**config.mk**
```make
export PLATFORM = sky130hd
export DESIGN_NAME = wildcard_pattern_matcher_top
export DESIGN_NICKNAME = d
export VERILOG_FILES = /design/src/sv/wpm_pkg.sv /design/src/sv/wpm_ctrl.sv /design/src/sv/wpm_datapath.sv /design/src/sv/wildcard_pattern_matcher_top.sv
export SDC_FILE = /design/constraint.sdc
export NUM_CORES = 1
export LEC_CHECK = 0
export BUFFER_PORTS_ARGS = -buffer_cell sky130_fd_sc_hd__buf_2
export CORE_MARGIN = 1.5
export CORE_UTILIZATION = 59
export CTS_CLUSTER_SIZE = 28
export DETAILED_ROUTE_END_ITERATION = 8
export PLACE_DENSITY = 0.81
export REMOVE_ABC_BUFFERS = 1
export SETUP_SLACK_MARGIN = 0.5
export SYNTH_ARGS = -nofsm -noshare
export SYNTH_HDL_FRONTEND = slang
export SYNTH_SLANG_ARGS = --single-unit
```
**constraint.sdc**
```tcl
create_clock -name clk_i -period 4.5 [get_ports clk_i]
set_input_delay 0.9 -clock clk_i [delete_from_list [all_inputs] [get_ports clk_i]]
set_output_delay 0.9 -clock clk_i [all_outputs]
set_load 0.02 [all_outputs]
```
**src/sv/wpm_pkg.sv**
```systemverilog
// wildcard pattern matcher package: beat types, action codes, command struct
// and symbol constants; no dependencies
`default_nettype none

package wpm_pkg;

  localparam int PatternMaxDef = 32;

  localparam logic [7:0] SymStar = 8'd42;
  localparam logic [7:0] SymAny  = 8'd63;

  typedef enum logic [1:0] {
    ActClear  = 2'd0,
    ActAppend = 2'd1,
    ActText   = 2'd2,
    ActFinish = 2'd3
  } action_e;

  typedef struct packed {
    action_e    action;
    logic [7:0] symbol;
  } in_t;

  typedef struct packed {
    logic matched;
    logic pattern_overflow;
  } out_t;

  typedef struct packed {
    logic clear;
    logic append;
    logic text;
    logic finish;
  } cmd_t;

  typedef enum logic {
    StEmpty = 1'b0,
    StFull  = 1'b1
  } state_e;

endpackage

`default_nettype wire

```
**src/sv/wpm_ctrl.sv**
```systemverilog
// wildcard pattern matcher controller: handshakes and output register state
// depends on wpm_pkg
`default_nettype none

module wpm_ctrl (
  input  wire logic             clk_i,
  input  wire logic             rst_ni,
  input  wire logic             in_valid_i,
  input  wire wpm_pkg::action_e in_action_i,
  output logic                  in_ready_o,
  output logic                  out_valid_o,
  input  wire logic             out_ready_i,
  output wpm_pkg::cmd_t         cmd_o
);

  wpm_pkg::state_e state_q, state_d;
  logic accept;

  always_ff @(posedge clk_i or negedge rst_ni) begin
    if (!rst_ni) begin
      state_q <= wpm_pkg::StEmpty;
    end else begin
      state_q <= state_d;
    end
  end

  always_comb begin
    in_ready_o  = (state_q == wpm_pkg::StEmpty) || out_ready_i;
    out_valid_o = (state_q == wpm_pkg::StFull);
    accept      = in_valid_i && in_ready_o;
    cmd_o.clear  = accept && (in_action_i == wpm_pkg::ActClear);
    cmd_o.append = accept && (in_action_i == wpm_pkg::ActAppend);
    cmd_o.text   = accept && (in_action_i == wpm_pkg::ActText);
    cmd_o.finish = accept && (in_action_i == wpm_pkg::ActFinish);
    state_d = state_q;
    case (state_q)
      wpm_pkg::StEmpty: begin
        if (cmd_o.finish) state_d = wpm_pkg::StFull;
      end
      wpm_pkg::StFull: begin
        if (out_ready_i && !cmd_o.finish) state_d = wpm_pkg::StEmpty;
      end
      default: state_d = wpm_pkg::StEmpty;
    endcase
  end

endmodule

`default_nettype wire

```
**src/sv/wpm_datapath.sv**
```systemverilog
// wildcard pattern matcher datapath: pattern registers, match row with a
// segmented prefix-or network for stars, result register; depends on wpm_pkg
`default_nettype none

module wpm_datapath #(
  parameter int PatternMax = wpm_pkg::PatternMaxDef
) (
  input  wire logic          clk_i,
  input  wire logic          rst_ni,
  input  wire wpm_pkg::cmd_t cmd_i,
  input  wire logic [7:0]    symbol_i,
  output wpm_pkg::out_t      out_data_o
);

  localparam int LenW   = $clog2(PatternMax + 1);
  localparam int IdxW   = (PatternMax > 1) ? $clog2(PatternMax) : 1;
  localparam int Levels = (PatternMax > 1) ? $clog2(PatternMax) : 1;

  logic [7:0]          pat_q [PatternMax];
  logic [LenW-1:0]     len_q, len_d;
  logic [LenW-1:0]     lead_q, lead_d;
  logic [PatternMax:0] row_q, row_d;
  logic                act_q, act_d;
  logic                ovf_q, ovf_d;
  logic                room;
  logic [PatternMax:0] eff_row;
  logic [PatternMax:0] next_row;
  wpm_pkg::out_t       out_q;

  assign room = (len_q < LenW'(PatternMax));

  // row for the text so far, or the empty-text row of leading stars
  always_comb begin
    for (int j = 0; j <= PatternMax; j++) begin
      eff_row[j] = act_q ? row_q[j] : (LenW'(j) <= lead_q);
    end
  end

  always_comb begin
    logic [PatternMax:0] g, p, gp, pp;
    int d;
    g = '0;
    p = '0;
    for (int j = 1; j <= PatternMax; j++) begin
      if (pat_q[j-1] == wpm_pkg::SymStar) begin
        g[j] = eff_row[j];
        p[j] = 1'b1;
      end else if (pat_q[j-1] == wpm_pkg::SymAny || pat_q[j-1] == symbol_i) begin
        g[j] = eff_row[j-1];
      end
    end
    for (int lv = 0; lv < Levels; lv++) begin
      d  = 1 << lv;
      gp = g;
      pp = p;
      for (int j = 1; j <= PatternMax; j++) begin
        if (j > d) begin
          g[j] = gp[j] | (pp[j] & gp[j-d]);
          p[j] = pp[j] & pp[j-d];
        end
      end
    end
    next_row = g;
  end

  always_comb begin
    len_d  = len_q;
    lead_d = lead_q;
    row_d  = row_q;
    act_d  = act_q;
    ovf_d  = ovf_q;
    if (cmd_i.clear) begin
      len_d  = '0;
      lead_d = '0;
      ovf_d  = 1'b0;
      act_d  = 1'b0;
    end
    if (cmd_i.append) begin
      act_d = 1'b0;
      if (room) begin
        len_d = len_q + LenW'(1);
        if (lead_q == len_q && symbol_i == wpm_pkg::SymStar) lead_d = lead_q + LenW'(1);
      end else begin
        ovf_d = 1'b1;
      end
    end
    if (cmd_i.text) begin
      row_d = next_row;
      act_d = 1'b1;
    end
    if (cmd_i.finish) begin
      act_d = 1'b0;
    end
  end

  always_ff @(posedge clk_i or negedge rst_ni) begin
    if (!rst_ni) begin
      len_q  <= '0;
      lead_q <= '0;
      row_q  <= '0;
      act_q  <= 1'b0;
      ovf_q  <= 1'b0;
    end else begin
      len_q  <= len_d;
      lead_q <= lead_d;
      row_q  <= row_d;
      act_q  <= act_d;
      ovf_q  <= ovf_d;
    end
  end

  always_ff @(posedge clk_i) begin
    if (cmd_i.append && room) begin
      pat_q[len_q[IdxW-1:0]] <= symbol_i;
    end
    if (cmd_i.finish) begin
      out_q.matched          <= eff_row[len_q];
      out_q.pattern_overflow <= ovf_q;
    end
  end

  assign out_data_o = out_q;

endmodule

`default_nettype wire

```
**src/sv/wildcard_pattern_matcher_top.sv**
```systemverilog
// wildcard pattern matcher top level: controller and datapath
// depends on wpm_pkg, wpm_ctrl, wpm_datapath
//
// usage: each input beat carries an action and a symbol. clear empties the
// pattern and its overflow flag, append adds one pattern byte ('*' any run,
// '?' any one byte), text feeds one text byte, finish ends the text and
// produces one result beat (matched, pattern_overflow). other actions
// produce no result. appends beyond PatternMax bytes are dropped and flagged.
// throughput: one input beat per cycle, every action, unless a result waits
// and out_ready_i is low; the whole match row is computed combinationally
// through a segmented prefix-or network across the pattern positions.
// result: a finish result appears in the output register the cycle after
// the finish beat is accepted.
// stall: while a result waits and out_ready_i is low, in_ready_o is low;
// when out_ready_i is high a new beat is taken in the same cycle.
// reset: pattern length, match state, overflow flag and the output valid
// clear at once; pattern bytes are unknown until written.
`default_nettype none

module wildcard_pattern_matcher_top #(
  parameter int PatternMax = wpm_pkg::PatternMaxDef
) (
  input  wire logic         clk_i,
  input  wire logic         rst_ni,
  input  wire logic         in_valid_i,
  output logic              in_ready_o,
  input  wire wpm_pkg::in_t in_data_i,
  output logic              out_valid_o,
  input  wire logic         out_ready_i,
  output wpm_pkg::out_t     out_data_o
);

  wpm_pkg::cmd_t cmd;

  wpm_ctrl u_ctrl (
    .clk_i       (clk_i),
    .rst_ni      (rst_ni),
    .in_valid_i  (in_valid_i),
    .in_action_i (in_data_i.action),
    .in_ready_o  (in_ready_o),
    .out_valid_o (out_valid_o),
    .out_ready_i (out_ready_i),
    .cmd_o       (cmd)
  );

  wpm_datapath #(
    .PatternMax (PatternMax)
  ) u_datapath (
    .clk_i      (clk_i),
    .rst_ni     (rst_ni),
    .cmd_i      (cmd),
    .symbol_i   (in_data_i.symbol),
    .out_data_o (out_data_o)
  );

endmodule

`default_nettype wire

```
# After elaboration in Yosys (flattened, before gate mapping)

Memory sizes are Yosys's and may differ from the RTL's.
Index checks and enable logic that the tools add are counted.

Equal/unequal tests: 101
Magnitude comparators: 35
Bitwise gates (word level): 357
Muxes and demuxes: 149
Reductions and logical operators: 44
$add $sub $neg: 2

Operators by type and width:

| kind                                                                   | count |
|---|---|
| 8-bit by 6-bit equality test with 1-bit output (second input constant) | 65 |
| 8-bit equality test                                                    | 32 |
| 1-bit AND                                                              | 227 |
| 1-bit two-way mux                                                      | 140 |
| 1-bit OR                                                               | 129 |
| 5-bit by 6-bit <= comparator with 1-bit output (first input constant)  | 16 |
| 4-bit by 6-bit <= comparator with 1-bit output (first input constant)  | 8 |
| 6-bit two-way mux                                                      | 7 |
| 1-bit logical OR                                                       | 33 |
| 3-bit by 6-bit <= comparator with 1-bit output (first input constant)  | 4 |
| 6-bit by 1-bit adder with 6-bit output (second input constant)         | 2 |
| 1-bit by 6-bit <= comparator with 1-bit output (first input constant)  | 2 |
| 2-bit by 6-bit <= comparator with 1-bit output (first input constant)  | 2 |
| 1-bit logical AND                                                      | 8 |
| 6-bit by 7-bit < comparator with 1-bit output (second input constant)  | 1 |
| 1-bit binary-select mux with 6-bit select                              | 1 |
| 6-bit equality test                                                    | 1 |
| 6-bit <= comparator (first input constant)                             | 1 |
| 6-bit < comparator (second input constant)                             | 1 |
| 2-bit equality test (second input constant)                            | 2 |
| 4-bit nonzero test                                                     | 1 |
| 2-bit by 1-bit equality test with 1-bit output (second input constant) | 1 |
| 2-bit logical NOT                                                      | 1 |
| 1-bit one-hot mux with 2 select lines                                  | 1 |
| other kinds (2)                                                        | 2 |

Input port bits: 14
Logic and storage cells: 697
Memory bits (writable): 256
Memories kept: 1
Register bits: 49

Memories:

| memory           | words | width | read ports | clocked after Yosys merged registers in | wr ports | RTL line           | RTL |
|---|---|---|---|---|---|---|---|
| u_datapath.pat_q | 32    | 8     | 32         | 0                                       | 1        | wpm_datapath.sv:19 | `logic [7:0] pat_q [PatternMax];` |

# Longest topological paths before layout

Gate-level depths: netlist of the first run.
An unclocked memory read counts as a cell.

Depth after elaboration: 15
Mapped depth: 15

# By module

A second synthesis of the first run with hierarchy kept.

Cells, all modules: 1510
Area, all modules: 16783.6 um2

Modules (own cells, without submodules):

| module       | area an instance (um2) | times used | sequential area each (um2) | cells each |
|---|---|---|---|---|
| wpm_datapath | 16699.8                | 1          | 8898.5                     | 1501 |
| wpm_ctrl     | 83.8                   | 1          | 25.0                       | 9 |

# Worst setup path before layout of the first run

OpenSTA, ideal clock, no wires.

Kind: input port to flip-flop
Start: input in_data_i[7] (netlist name)
End: register u_datapath.row_q[30]
Cell stages on the path: 12
Library setup time: 0.066 ns
Data arrival time: 3.269 ns
Setup slack: 1.165 ns
Path through: buf_2 -> xor2_1 -> nor4_1 -> a21boi_1 -> or4_1 -> o211ai_2 -> a41oi_2 -> o211ai_2 -> a21oi_2 -> o31ai_2 -> and4b_1 -> o32a_1

Word-level cells in the longest chain between the ends: 13

Ends and longest elaborated chain:

| item                                  | RTL line                           | RTL |
|---|---|---|
| from (decl)                           | wildcard_pattern_matcher_top.sv:27 | `input wire wpm_pkg::in_t in_data_i,` |
| 8-bit equality test                   | wpm_datapath.sv:48                 | `end else if (pat_q[j-1] == wpm_pkg::SymAny \|\| pat_q[j-1] == symbol_i) begin` |
| 1-bit logical OR                      | wpm_datapath.sv:48                 |  |
| 1-bit two-way mux                     | wpm_datapath.sv:48                 |  |
| 1-bit two-way mux                     | wpm_datapath.sv:45                 | `if (pat_q[j-1] == wpm_pkg::SymStar) begin` |
| 1-bit AND                             | wpm_datapath.sv:58                 | `g[j] = gp[j] \| (pp[j] & gp[j-d]);` |
| 1-bit OR                              | wpm_datapath.sv:58                 |  |
| 1-bit AND                             | wpm_datapath.sv:58                 |  |
| 1-bit OR                              | wpm_datapath.sv:58                 |  |
| 1-bit AND or 1-bit OR (tied branches) | wpm_datapath.sv:58                 |  |
| 1-bit OR or 1-bit AND (tied branches) | wpm_datapath.sv:58                 |  |
| 1-bit AND or 1-bit OR (tied branches) | wpm_datapath.sv:58                 |  |
| 1-bit OR or 1-bit AND (tied branches) | wpm_datapath.sv:58                 |  |
| 1-bit OR (*)                          | wpm_datapath.sv:58                 |  |
| to (signal assigned)                  | wpm_datapath.sv:106                | `row_q <= row_d;` |
| to (decl)                             | wpm_datapath.sv:22                 | `logic [PatternMax:0] row_q, row_d;` |

Mark *: on every way between the ends. The rest lies on a longest branch, timed or not.
A chain may end at the register's enable or synchronous reset.

# Worst setup path after layout of the first run

Start: register u_datapath.act_q
End: register u_datapath.out_q, in the netlist u_datapath.out_data_o[1] (data pin)

Word-level cells in the longest chain between the ends: 3

Ends and longest elaborated chain:

| item                                          | RTL line            | RTL |
|---|---|---|
| from (decl)                                   | wpm_datapath.sv:23  | `logic act_q, act_d;` |
| from (signal assigned)                        | wpm_datapath.sv:107 | `act_q <= act_d;` |
| 1-bit two-way mux                             | wpm_datapath.sv:35  | `eff_row[j] = act_q ? row_q[j] : (LenW'(j) <= lead_q);` |
| 1-bit binary-select mux with 6-bit select (*) | wpm_datapath.sv:117 | `out_q.matched <= eff_row[len_q];` |
| 1-bit two-way mux (not written as such) (*)   | wpm_datapath.sv:117 |  |
| to (decl)                                     | wpm_datapath.sv:28  | `wpm_pkg::out_t out_q;` |

Mark *: on every way between the ends. The rest lies on a longest branch, timed or not. The select of a mux whose other input is x is not followed.

==> results of run 1 <==
-- what timing repair did --
action                                  CTS  global route
endpoints found under the hold margin     0             0
resized for setup                         0             1
endpoints found under the setup margin    0             3
-- critical path, stage by stage (launching register included) --
cell     delay [ns]
dfrtp_1        0.64
buf_4          0.26
or3_1          0.40
a21oi_1        0.16
or2_2          0.33
mux4_2         0.50
mux2_2         0.28
mux4_2         0.47
o21ai_0        0.45
-- cell families after synthesis --
| logic type | Yosys count | share of synthesized area [%] |
|---|---|---|
| simple gates | 503 | 16.2 |
| fa+ha+maj | 8 | 0.616 |
| compound gates | 249 | 10.1 |
| mux | 16 | 1.50 |
| xor+xnor | 265 | 14.3 |
| buf+inv | 81 | 2.44 |
| flops | 305 | 54.9 |
-- power by group through the flow --
| stage | sequential [W] | clock (W) | combinational (W) |
|---|---|---|---|
| 2_1_floorplan | 0.00320 | 0 | 0.000279 |
| 3_3_place_gp | 0.00320 | 0 | 0.000525 |
| 3_5_place_dp | 0.00320 | 0 | 0.000535 |
| 4_1_cts | 0.00314 | 0.00291 | 0.000541 |
| 5_1_grt | 0.00315 | 0.00301 | 0.000587 |
| 6_report | 0.00314 | 0.00290 | 0.000546 |
-- cell usage after synthesis (all sizes together) (7+ instances only) --
master and instances:
nand4 81, nand2b 13, nor4bb 15, and3 28, buf 45, nand3 46, o21a 9, nor3 25
clkbuf 20, o21ai 65, or3 8, o22ai 22, or4 13, a31oi 14, o211ai 28, edfxtp 258
or2 11, xor2 23, nand2 102, nor4 12, xnor2 242, dfrtp 47, inv 15, a21oi 45
ha 8, and2 7, nor2 122
-- final timing paths --
kind / from / end / slack [ns] / cells past startpoint
max in group asynchronous: rst_ni / u_datapath.row_q[13]$_DFFE_PN0P_ / 3.63 / 2
worst max-delay path: u_datapath.act_q$_DFFE_PN0P_ / u_datapath.out_data_o[1]$_DFFE_PP_ / 0.73 / 8
worst min-delay path: rst_ni / u_datapath.ovf_q$_DFF_PN0_ / 0.42 / 2
worst min register to register: u_datapath.ovf_q$_DFF_PN0_ / u_datapath.out_data_o[0]$_DFFE_PP_ / 0.47 / 0
min in group clk_i: u_datapath.ovf_q$_DFF_PN0_ / u_datapath.out_data_o[0]$_DFFE_PP_ / 0.47 / 0
worst max register to register: u_datapath.act_q$_DFFE_PN0P_ / u_datapath.out_data_o[1]$_DFFE_PP_ / 0.73 / 8
-- final cells by class --
cell class / count / area (µm²)
Clock buffer: 34 / 797
Fill cell: 1953 / 9000
Multi-Input combinational cell: 1041 / 6930
Inverter: 16 / 60.1
Timing Repair Buffer: 56 / 460
Sequential cell: 305 / 8920
Clock inverter: 24 / 360
Tap cell: 341 / 427
-- sequential cells by signal, summed over array words and instances, names as in the netlist --
name and count:
u_datapath.out_data_o 2, u_datapath.pat_q 256, u_datapath.act_q 1, u_datapath.ovf_q 1
u_datapath.lead_q 6, u_ctrl.out_valid_o 1, u_datapath.row_q 32, u_datapath.len_q 6
-- metal layers --
metal  vias up  track usage (%)
li1       5371                -
met4         0             10.9
met2       595             47.1
met3       120             5.42
met5         -                0
met1      5839             39.0
-- cells in the final DEF, fill, tap and decap left out, drive strengths merged, types with 9 or more instances in the layout --
cell,synthesis,routed
a21oi,45,45
a31oi,14,14
and3,28,28
buf,45,56
clkbuf,20,34
clkinv,1,11
dfrtp,47,47
edfxtp,258,258
inv,15,18
nand2,102,102
nand2b,13,13
nand3,46,46
nand4,81,81
nor2,122,122
nor3,25,25
nor4,12,12
nor4bb,15,15
o211ai,28,28
o21a,9,9
o21ai,65,65
o22ai,22,22
or2,11,11
or4,13,13
xnor2,242,242
xor2,23,23
-- stage by stage --
step                      utilization, %  power [W]
after global placement              62.3    0.00372
after detailed placement            62.3    0.00373
after CTS                           66.6    0.00660
final                               66.6    0.00659
after global routing                66.6    0.00674
after floorplan                        -    0.00348
==> out/summary.txt, run 1 <==
worst skew pair latency -> 0.59 ns
cell-internal power -> 0.00506 W
worst slew pin tran -> 0.929 ns
CP Launch Type -> flop
distinct cell type count after synthesis -> 79
htree depth -> 1
Logic pwr share -> 8.3%
PD cells -> 367 nW/µm²
final WL -> 40500 µm
WL/cell -> 22.3 µm
Synth Register Bits -> 305
Clk pwr share -> 44.0%
Final Skew -> 0.0191 ns
vias post-DR -> 11925
worst hold slack -> 0.419 ns
cell taking the most area after synthesis -> edfxtp_1
max-cap violation count -> 0
Slew HR -> 37.6%
Fin Setup TNS -> 0 ns
highest routed layer -> met4
# placed instances -> 1759
ANT nets after route -> 0
Sequential Power Share -> 47.7%
number of remaining DRC errors -> 0
Syn Inst Count -> 1427
register area share after synthesis -> 54.9%
Post-CTS Setup Inserts -> 0
Die W -> 169 µm
ys flop type -> edfxtp_1
worst slack, placed -> 0.632 ns
first-pass GRT wire length -> 63500 µm
Area Overhead vs Synth -> 10.5%
All-Layer GR Usage -> 29.0%
Starting Density -> 60.3%
post-detail-place hpwl -> 27700 µm
CTS clk-pin slew, worst paths -> 0.06 ns
final setup fails -> 0
run status -> completed
gpl congestion -> 0.970
HP Class -> input pin to async pin
Design Area, Final -> 18000 µm²
top-area cell type share of the netlist area -> 47.7%
clk root buf -> clkbuf_16
layout cells sized above 1 -> 10.4%
crit path time final -> 3.77 ns
syn avg cell area -> 11.4 µm²
maximum VDD drop -> 0.000360 V
vias in the first global route -> 11472
fin cells -> 1817
FMAX -> 265 MHz
antenna violations before repair -> 0
ys async rst share -> 15.4%
Vias/cell -> 6.56
met2 wire length -> 18900 µm
Ys Warns -> 0
Synth Cell Area -> 16200 µm²
Final Slew Violations -> 0
number of synthesized flops with an enable pin -> 258
RSZ-0062 raised after global routing -> no
Hold Vio Cnt, Final -> 0
clk buf depth -> 3
DP Area -> 16800 µm²
worst setup margin -> 0.730 ns
grt total ovfl -> 0
Vert. Die Dim -> 169 µm
WP data required -> 4.81 ns
CTS Hold Bufs -> 0
Lkg Pwr -> 5.81 nW
M1 WL -> 16600 µm
die area -> 28500 µm²
TritonCTS clock tree -> yes
Synth area leaders -> edfxtp_1, xnor2_1, dfrtp_1
antenna diode count -> 0
Setup crit end kind -> flop
metal3 WL -> 3520 µm
DR pass1 iterations -> 5
port bufs -> 17
largest net degree at the start of global routing -> 48
CP Max Fanout -> 12
switching power -> 0.00153 W
Final #Nets -> 1473
Tcrit/Tclk final -> 83.8%
Worst EP arrival -> 4.08 ns
Top Ports -> 18
total CTS buffers -> 31
Crit Path Category -> flop to flop
Core Region -> 27000 µm²
Rows -> 60
Sw Ratio -> 23.2%
drt initial violations -> 1424
Clock Sinks -> 305
No activity file was read; power rests on OpenSTA's default activity.
==> run 2, diff against run 1 <==
==> constraint.sdc (replaced) <==
create_clock -name clk_i -period 3.51 [get_ports clk_i]
set_input_delay 0.702 -clock clk_i [delete_from_list [all_inputs] [get_ports clk_i]]
set_output_delay 0.702 -clock clk_i [all_outputs]
set_load 0.02 [all_outputs]
==> run 2 against run 1 <==
- wire length rose by 6.6%
- power rose by 30%
- flip-flop and latch count did not move
- hold slack got worse by 0.12 ns
==> out/summary.txt, run 2 (synthesis gave the netlist of run 1 again) <==
run status -> completed
clk buf depth -> 3 (unchanged)
antenna diode count -> 0 (unchanged)
vias in the first global route -> 12072 (+5.2%)
r2r startpoint -> u_datapath.lead_q[0]$_DFF_PN0_
Core Region -> 27000 µm² (unchanged)
Top Ports -> 18 (unchanged)
Vert. Die Dim -> 169 µm (unchanged)
CP Launch Type -> flop
Starting Density -> 60.3% (unchanged)
grt total ovfl -> 0 (unchanged)
gpl congestion -> 0.990 (+2.0%)
clk root buf -> clkbuf_16
Worst EP arrival -> 3.64 ns (-0.44 ns)
Tcrit/Tclk final -> 93.4% (+9.7 points)
max-cap violation count -> 0 (unchanged)
final setup fails -> 0 (unchanged)
Die W -> 169 µm (unchanged)
Final Slew Violations -> 0 (unchanged)
DR pass1 iterations -> 7 (+2)
Lkg Pwr -> 6.31 nW (+8.6%)
largest net degree at the start of global routing -> 39 (-19%)
vias post-DR -> 12499 (+4.8%)
worst flop-to-flop path endpoint -> u_datapath.row_q[1]$_DFFE_PN0P_
RSZ-0062 raised after global routing -> yes
layout cells sized above 1 -> 19.4% (+9.0 points)
met2 Use GR -> 47.2% (+0.090 points)
first-pass GRT wire length -> 65500 µm (+3.1%)
most frequent cells in the layout -> edfxtp_1, xnor2_1, nor2_1, buf_4, nand2_1
most common cell after layout, fill and taps aside -> edfxtp_1
Register-to-Register Setup Slack -> 0.23 ns (-0.50 ns)
PD cells -> 448 nW/µm² (+22%)
busiest grt layer -> met2
HP Class -> input pin to async pin
worst skew pair latency -> 0.53 ns (-0.06 ns)
final WL -> 43200 µm (+6.6%)
drt initial violations -> 1475 (+3.6%)
ANT nets after route -> 0 (unchanged)
DP Area -> 17200 µm² (+2.2%)
TritonCTS clock tree -> yes
Vias/cell -> 6.58 (+0.29%)
fin cells -> 1899 (+4.5%)
max reg flops -> 256 (unchanged)
GR Util met3 -> 5.40% (-0.023 points)
CP Max Fanout -> 4 (-8)
Final Skew -> 0.0187 ns (-0.000359 ns)
Crit-path slowest cell -> or4_4
Rows -> 60 (unchanged)
Crit path largest cell delay -> 0.60 ns (-0.04 ns)
antenna violations before repair -> 0 (unchanged)
Total Power -> 0.00855 W (+30%)
Filler cells -> 1767 (-9.5%)
post-detail-place hpwl -> 28400 µm (+2.5%)
All-Layer GR Usage -> 29.7% (+0.67 points)
worst hold slack -> 0.302 ns (-0.116 ns)
Setup crit end kind -> flop
htree depth -> 2 (+1)
Clock Sinks -> 305 (unchanged)
met1 Use GR -> 40.0% (+1.0 points)
Slew HR -> 38.8% (+1.2 points)
WL/cell -> 22.8 µm (+2.0%)
# placed instances -> 1801 (+2.4%)
WP data required -> 3.87 ns (-0.94 ns)
die area -> 28500 µm² (unchanged)
final core utilization -> 70.7% (+4.1 points)
crit path time final -> 3.28 ns (-0.490 ns)
Final #Nets -> 1553 (+5.4%)
number of remaining DRC errors -> 0 (unchanged)
port bufs -> 17 (unchanged)
Hold Vio Cnt, Final -> 0 (unchanged)
R2R cell count -> 18 (+10)
maximum VDD drop -> 0.000481 V (+34%)
most frequent cell on the critical path -> buf_4
Area Overhead vs Synth -> 17.4%
total CTS buffers -> 35 (+13%)
CTS clk-pin slew, worst paths -> 0.06 ns (about the same)
worst slew pin tran -> 0.918 ns (-0.0115 ns)
critical path cell sequence -> buf_6 > or4_4 > nor2_4 > nand4_1 > buf_4 > buf_4 > buf_4 > buf_4 > buf_4 > buf_4 > buf_4 > buf_4 > buf_4 > buf_4 > buf_4 > buf_4 > nand3_1 > o21ai_0
FMAX -> 305 MHz (+15%)
Design Area, Final -> 19100 µm² (+6.2%)
Crit Path Category -> flop to flop
[run 2: layer usage]
layer	part of all wire, %	vias to the layer above
met5	0	-
met4	4.0	0
met3	9.5	122
met2	47	694
met1	40	6150
li1	-	5533
[run 2: worst max path at each step]
stage / startpoint / endpoint / slack [ns] / depth (start not counted)
4_1_cts: u_datapath.lead_q[1]$_DFF_PN0_ / u_datapath.row_q[30]$_DFFE_PN0P_ / 0.37 / 12
5_1_grt: u_datapath.lead_q[0]$_DFF_PN0_ / u_datapath.row_q[1]$_DFFE_PN0P_ / 0.17 / 18
6_report: u_datapath.lead_q[0]$_DFF_PN0_ / u_datapath.row_q[1]$_DFFE_PN0P_ / 0.23 / 18
2_1_floorplan: out_ready_i / u_datapath.pat_q[11][0]$_DFFE_PP_ / 0.34 / 5
3_5_place_dp: in_data_i[3] / u_datapath.row_q[28]$_DFFE_PN0P_ / -0.07 / 13
3_3_place_gp: in_data_i[3] / u_datapath.row_q[28]$_DFFE_PN0P_ / -0.1 / 13
[run 2: report_power, final]
part,internal (W),switching (W)
logic,0.000329,0.000471
clock network,0.00222,0.00150
registers,0.00398,0.0000542
total,0.00653,0.00202
[run 2: critical path: cells and delay by family, from the launching register on]
| kind | cells | cell delay, ns |
|---|---|---|
| compound gates | 1 | 0.10 |
| buf+inv | 13 | 1.66 |
| flops | 1 | 0.42 |
| simple gates | 4 | 0.93 |
[run 2: final cells by class]
type,count,area (µm²),share of cell area [%]
multi-input combinational,1041,7350,38.6
clock inverter,20,233,1.22
sequential,305,8930,46.8
clock buffer,44,941,4.94
inverter,16,60.1,0.315
tap,341,427,2.24
timing repair buffer,132,1120,5.87
[run 2: stage by stage]
stage / worst slack (ns) / TNS (ns)
detailed placement: -0.0734 / -0.359
finish: 0.230 / 0
global route: 0.170 / 0
CTS: 0.367 / 0
global placement: -0.0995 / -0.351
floorplan: 0.343 / 0
[run 2: repair_timing]
| action | 4_1_cts | 5_1_grt |
|---|---|---|
| setup buffers | 20 | 14 |
| hold buffers | 0 | 0 |
| gates resized for setup | 50 | 60 |
| setup endpoints to repair | 22 | 23 |
| pin swaps | 21 | 21 |
==> run 3, diff against run 2 <==
--- a/config.mk
+++ b/config.mk
@@ -7,10 +7,10 @@
 export LEC_CHECK = 0
 export BUFFER_PORTS_ARGS = -buffer_cell sky130_fd_sc_hd__buf_2
 export CORE_MARGIN = 1.5
-export CORE_UTILIZATION = 59
+export CORE_UTILIZATION = 58
 export CTS_CLUSTER_SIZE = 28
 export DETAILED_ROUTE_END_ITERATION = 8
-export PLACE_DENSITY = 0.81
+export PLACE_DENSITY = 0.83
 export REMOVE_ABC_BUFFERS = 1
 export SETUP_SLACK_MARGIN = 0.5
 export SYNTH_ARGS = -nofsm -noshare
==> constraint.sdc (replaced) <==
create_clock -name clk_i -period 2.7 [get_ports clk_i]
set_input_delay 0.54 -clock clk_i [delete_from_list [all_inputs] [get_ports clk_i]]
set_output_delay 0.54 -clock clk_i [all_outputs]
set_load 0.02 [all_outputs]
==> run 3 against run 2 <==
- non-clock buffer count grew 297
- largest cell class unchanged
- hold slack got worse by 0.17 ns
- the run now ends with setup timing left
- power up 34%
- sequential share of layout area is 5.5 points lower
==> out/summary.txt, run 3 (synthesis gave the netlist of run 1 again) <==
max reg flops -> 256 (unchanged)
Fin Setup TNS -> -19.26 ns (-19.26 ns)
metal3 WL -> 6070 µm (+49%)
worst skew pair latency -> 0.53 ns (about the same)
most frequent cells in the layout -> buf_4, edfxtp_1, xnor2_1, nor2_1, nand2_1
total CTS buffers -> 35 (unchanged)
max-cap violation count -> 0 (unchanged)
met2 wire length -> 24500 µm (+22%)
final core utilization -> 78.0% (+7.2 points)
FMAX -> 275 MHz (-9.9%)
Final Slew Violations -> 0 (unchanged)
Vias/cell -> 6.56 (-0.36%)
crit path buf inv count -> 2 (-11)
Vert. Die Dim -> 170 µm (+0.84%)
Total Power -> 0.0114 W (+34%)
All-Layer GR Usage -> 34.8% (+5.2 points)
largest net degree at the start of global routing -> 48 (+23%)
Worst EP arrival -> 4.08 ns (+0.44 ns)
CP Launch Type -> flop
clk buf depth -> 3 (unchanged)
antenna diode count -> 0 (unchanged)
PD cells -> 529 nW/µm² (+18%)
antenna violations before repair -> 1 (+1)
Final Skew -> 0.0174 ns (-0.00135 ns)
Rows -> 61 (+1.7%)
first-pass GRT wire length -> 76800 µm (+17%)
R2R cell count -> 13 (-5)
crit path time final -> 3.64 ns (+0.359 ns)
worst slew pin tran -> 0.677 ns (-0.241 ns)
Slew HR -> 54.9% (+16 points)
Hold Vio Cnt, Final -> 0 (unchanged)
most common cell after layout, fill and taps aside -> buf_4
TritonCTS clock tree -> yes
CTS Hold Bufs -> 0 (unchanged)
Setup crit end kind -> flop
final setup fails -> 30 (+30)
M1 WL -> 19100 µm (+11%)
r2r startpoint -> u_datapath.pat_q[1][2]$_DFFE_PP_
Filler cells -> 1467 (-17%)
Lkg Pwr -> 7.86 nW (+25%)
gpl congestion -> 0.952 (-3.8%)
Top Ports -> 18 (unchanged)
Starting Density -> 58.6% (-1.6 points)
Die W -> 170 µm (+0.84%)
vias post-DR -> 14631 (+17%)
CP top delay family -> simple AND/OR/NAND/NOR gates
critical path cell sequence -> nor3_1 > nand3_1 > and2_4 > or4_4 > o211ai_4 > a41oi_2 > o211ai_2 > buf_4 > a21oi_4 > o31ai_4 > buf_6 > nand4_1 > a31oi_1
ANT nets after route -> 0 (unchanged)
WL/cell -> 23.9 µm (+5.1%)
Crit path largest cell delay -> 0.50 ns (-0.10 ns)
failing checks -> setup timing
drt initial violations -> 1917 (+30%)
Crit-path slowest cell -> edfxtp_1
htree depth -> 2 (unchanged)
clk root buf -> clkbuf_16
worst flop-to-flop path endpoint -> u_datapath.row_q[32]$_DFFE_PN0P_
Clock Sinks -> 305 (unchanged)
Final #Nets -> 1850 (+19%)
WP data required -> 3.14 ns (-0.73 ns)
HP Class -> input pin to async pin
number of remaining DRC errors -> 0 (unchanged)
final WL -> 53400 µm (+24%)
grt total ovfl -> 0 (unchanged)
post-detail-place hpwl -> 32700 µm (+15%)
CP Max Fanout -> 3 (-1)
RSZ-0062 raised after global routing -> yes
maximum VDD drop -> 0.000476 V (-1.1%)
die area -> 29000 µm² (+1.7%)
highest routed layer -> met4
run status -> finished with violations
port bufs -> 17 (unchanged)
Area Overhead vs Synth -> 33.0%
DR pass1 iterations -> 7 (unchanged)
CTS clk-pin slew, worst paths -> 0.06 ns (about the same)
vias in the first global route -> 14108 (+17%)
Register-to-Register Setup Slack -> -0.94 ns (-1.17 ns)
Core Region -> 27700 µm² (+2.8%)
worst setup margin -> -0.938 ns (-1.17 ns)
Tcrit/Tclk final -> 135% (+41 points)
layout cells sized above 1 -> 31.8% (+12 points)
Crit Path Category -> flop to flop
==> run 3: area by class of cell <==
cell class              count  area [µm²]  share of cell area (%)
multi-input cells        1041        7420                    34.4
flip-flops and latches    305        8930                    41.3
clock inverters            12         184                   0.851
well taps                 378         473                    2.19
inverters                  16        65.1                   0.301
clock buffers              50        1000                    4.65
repair buffers            429        3530                    16.3
==> run 3: worst max path at each step <==
| stage | startpoint | end | slack [ns] | cells after the start |
|---|---|---|---|---|
| after floorplan | u_datapath.lead_q[0]$_DFF_PN0_ | u_datapath.row_q[30]$_DFFE_PN0P_ | -0.46 | 13 |
| after global placement | in_data_i[2] | u_datapath.row_q[18]$_DFFE_PN0P_ | -1.20 | 13 |
| after detailed placement | in_data_i[3] | u_datapath.row_q[32]$_DFFE_PN0P_ | -1.17 | 13 |
| after CTS | u_datapath.pat_q[1][3]$_DFFE_PP_ | u_datapath.row_q[32]$_DFFE_PN0P_ | -0.59 | 12 |
| after global routing | u_datapath.pat_q[1][2]$_DFFE_PP_ | u_datapath.row_q[32]$_DFFE_PN0P_ | -1.02 | 13 |
| final | u_datapath.pat_q[1][2]$_DFFE_PP_ | u_datapath.row_q[32]$_DFFE_PN0P_ | -0.94 | 13 |
==> run 3: per-stage QoR <==
step,cell area [µm²],instances,setup WS [ns],hold slack [ns]
finish,21600,2231,-0.938,0.136
detailed placement,19300,2118,-1.17,0.448
global placement,19300,2118,-1.20,0.444
floorplan,15900,1362,-0.464,0.244
global route,21600,2231,-1.02,0.186
CTS,21200,2215,-0.585,0.148
==> run 3: timing repair <==
| action | 4_1_cts | 5_1_grt |
|---|---|---|
| pin swaps | 23 | 35 |
| setup buffers | 35 | 15 |
| setup endpoints to repair | 96 | 218 |
| gates resized for setup | 115 | 60 |
| cloned | 0 | 1 |
==> run 3: per-layer routing <==
metal	GRT usage [%]	up-vias
li1	-	6118
met5	0	-
met2	57.1	1189
met4	18.9	0
met3	5.70	351
met1	44.4	6973
==> run 3: power breakdown <==
part	switching, W	internal [W]	leakage, nW
Clock	0.00191	0.00306	0.568
Combinational	0.000704	0.000506	4.34
Sequential	0.0000710	0.00517	2.95
Total	0.00269	0.00874	7.86
==> run 3: worst reg2reg max path, cell delays in order (launching register included) <==
cell and delay (ns):
edfxtp_1 0.50, nor3_1 0.31, nand3_1 0.37, and2_4 0.31, or4_4 0.49, o211ai_4 0.24, a41oi_2 0.17, o211ai_2 0.20
buf_4 0.17, a21oi_4 0.08, o31ai_4 0.26, buf_6 0.16, nand4_1 0.09, a31oi_1 0.20
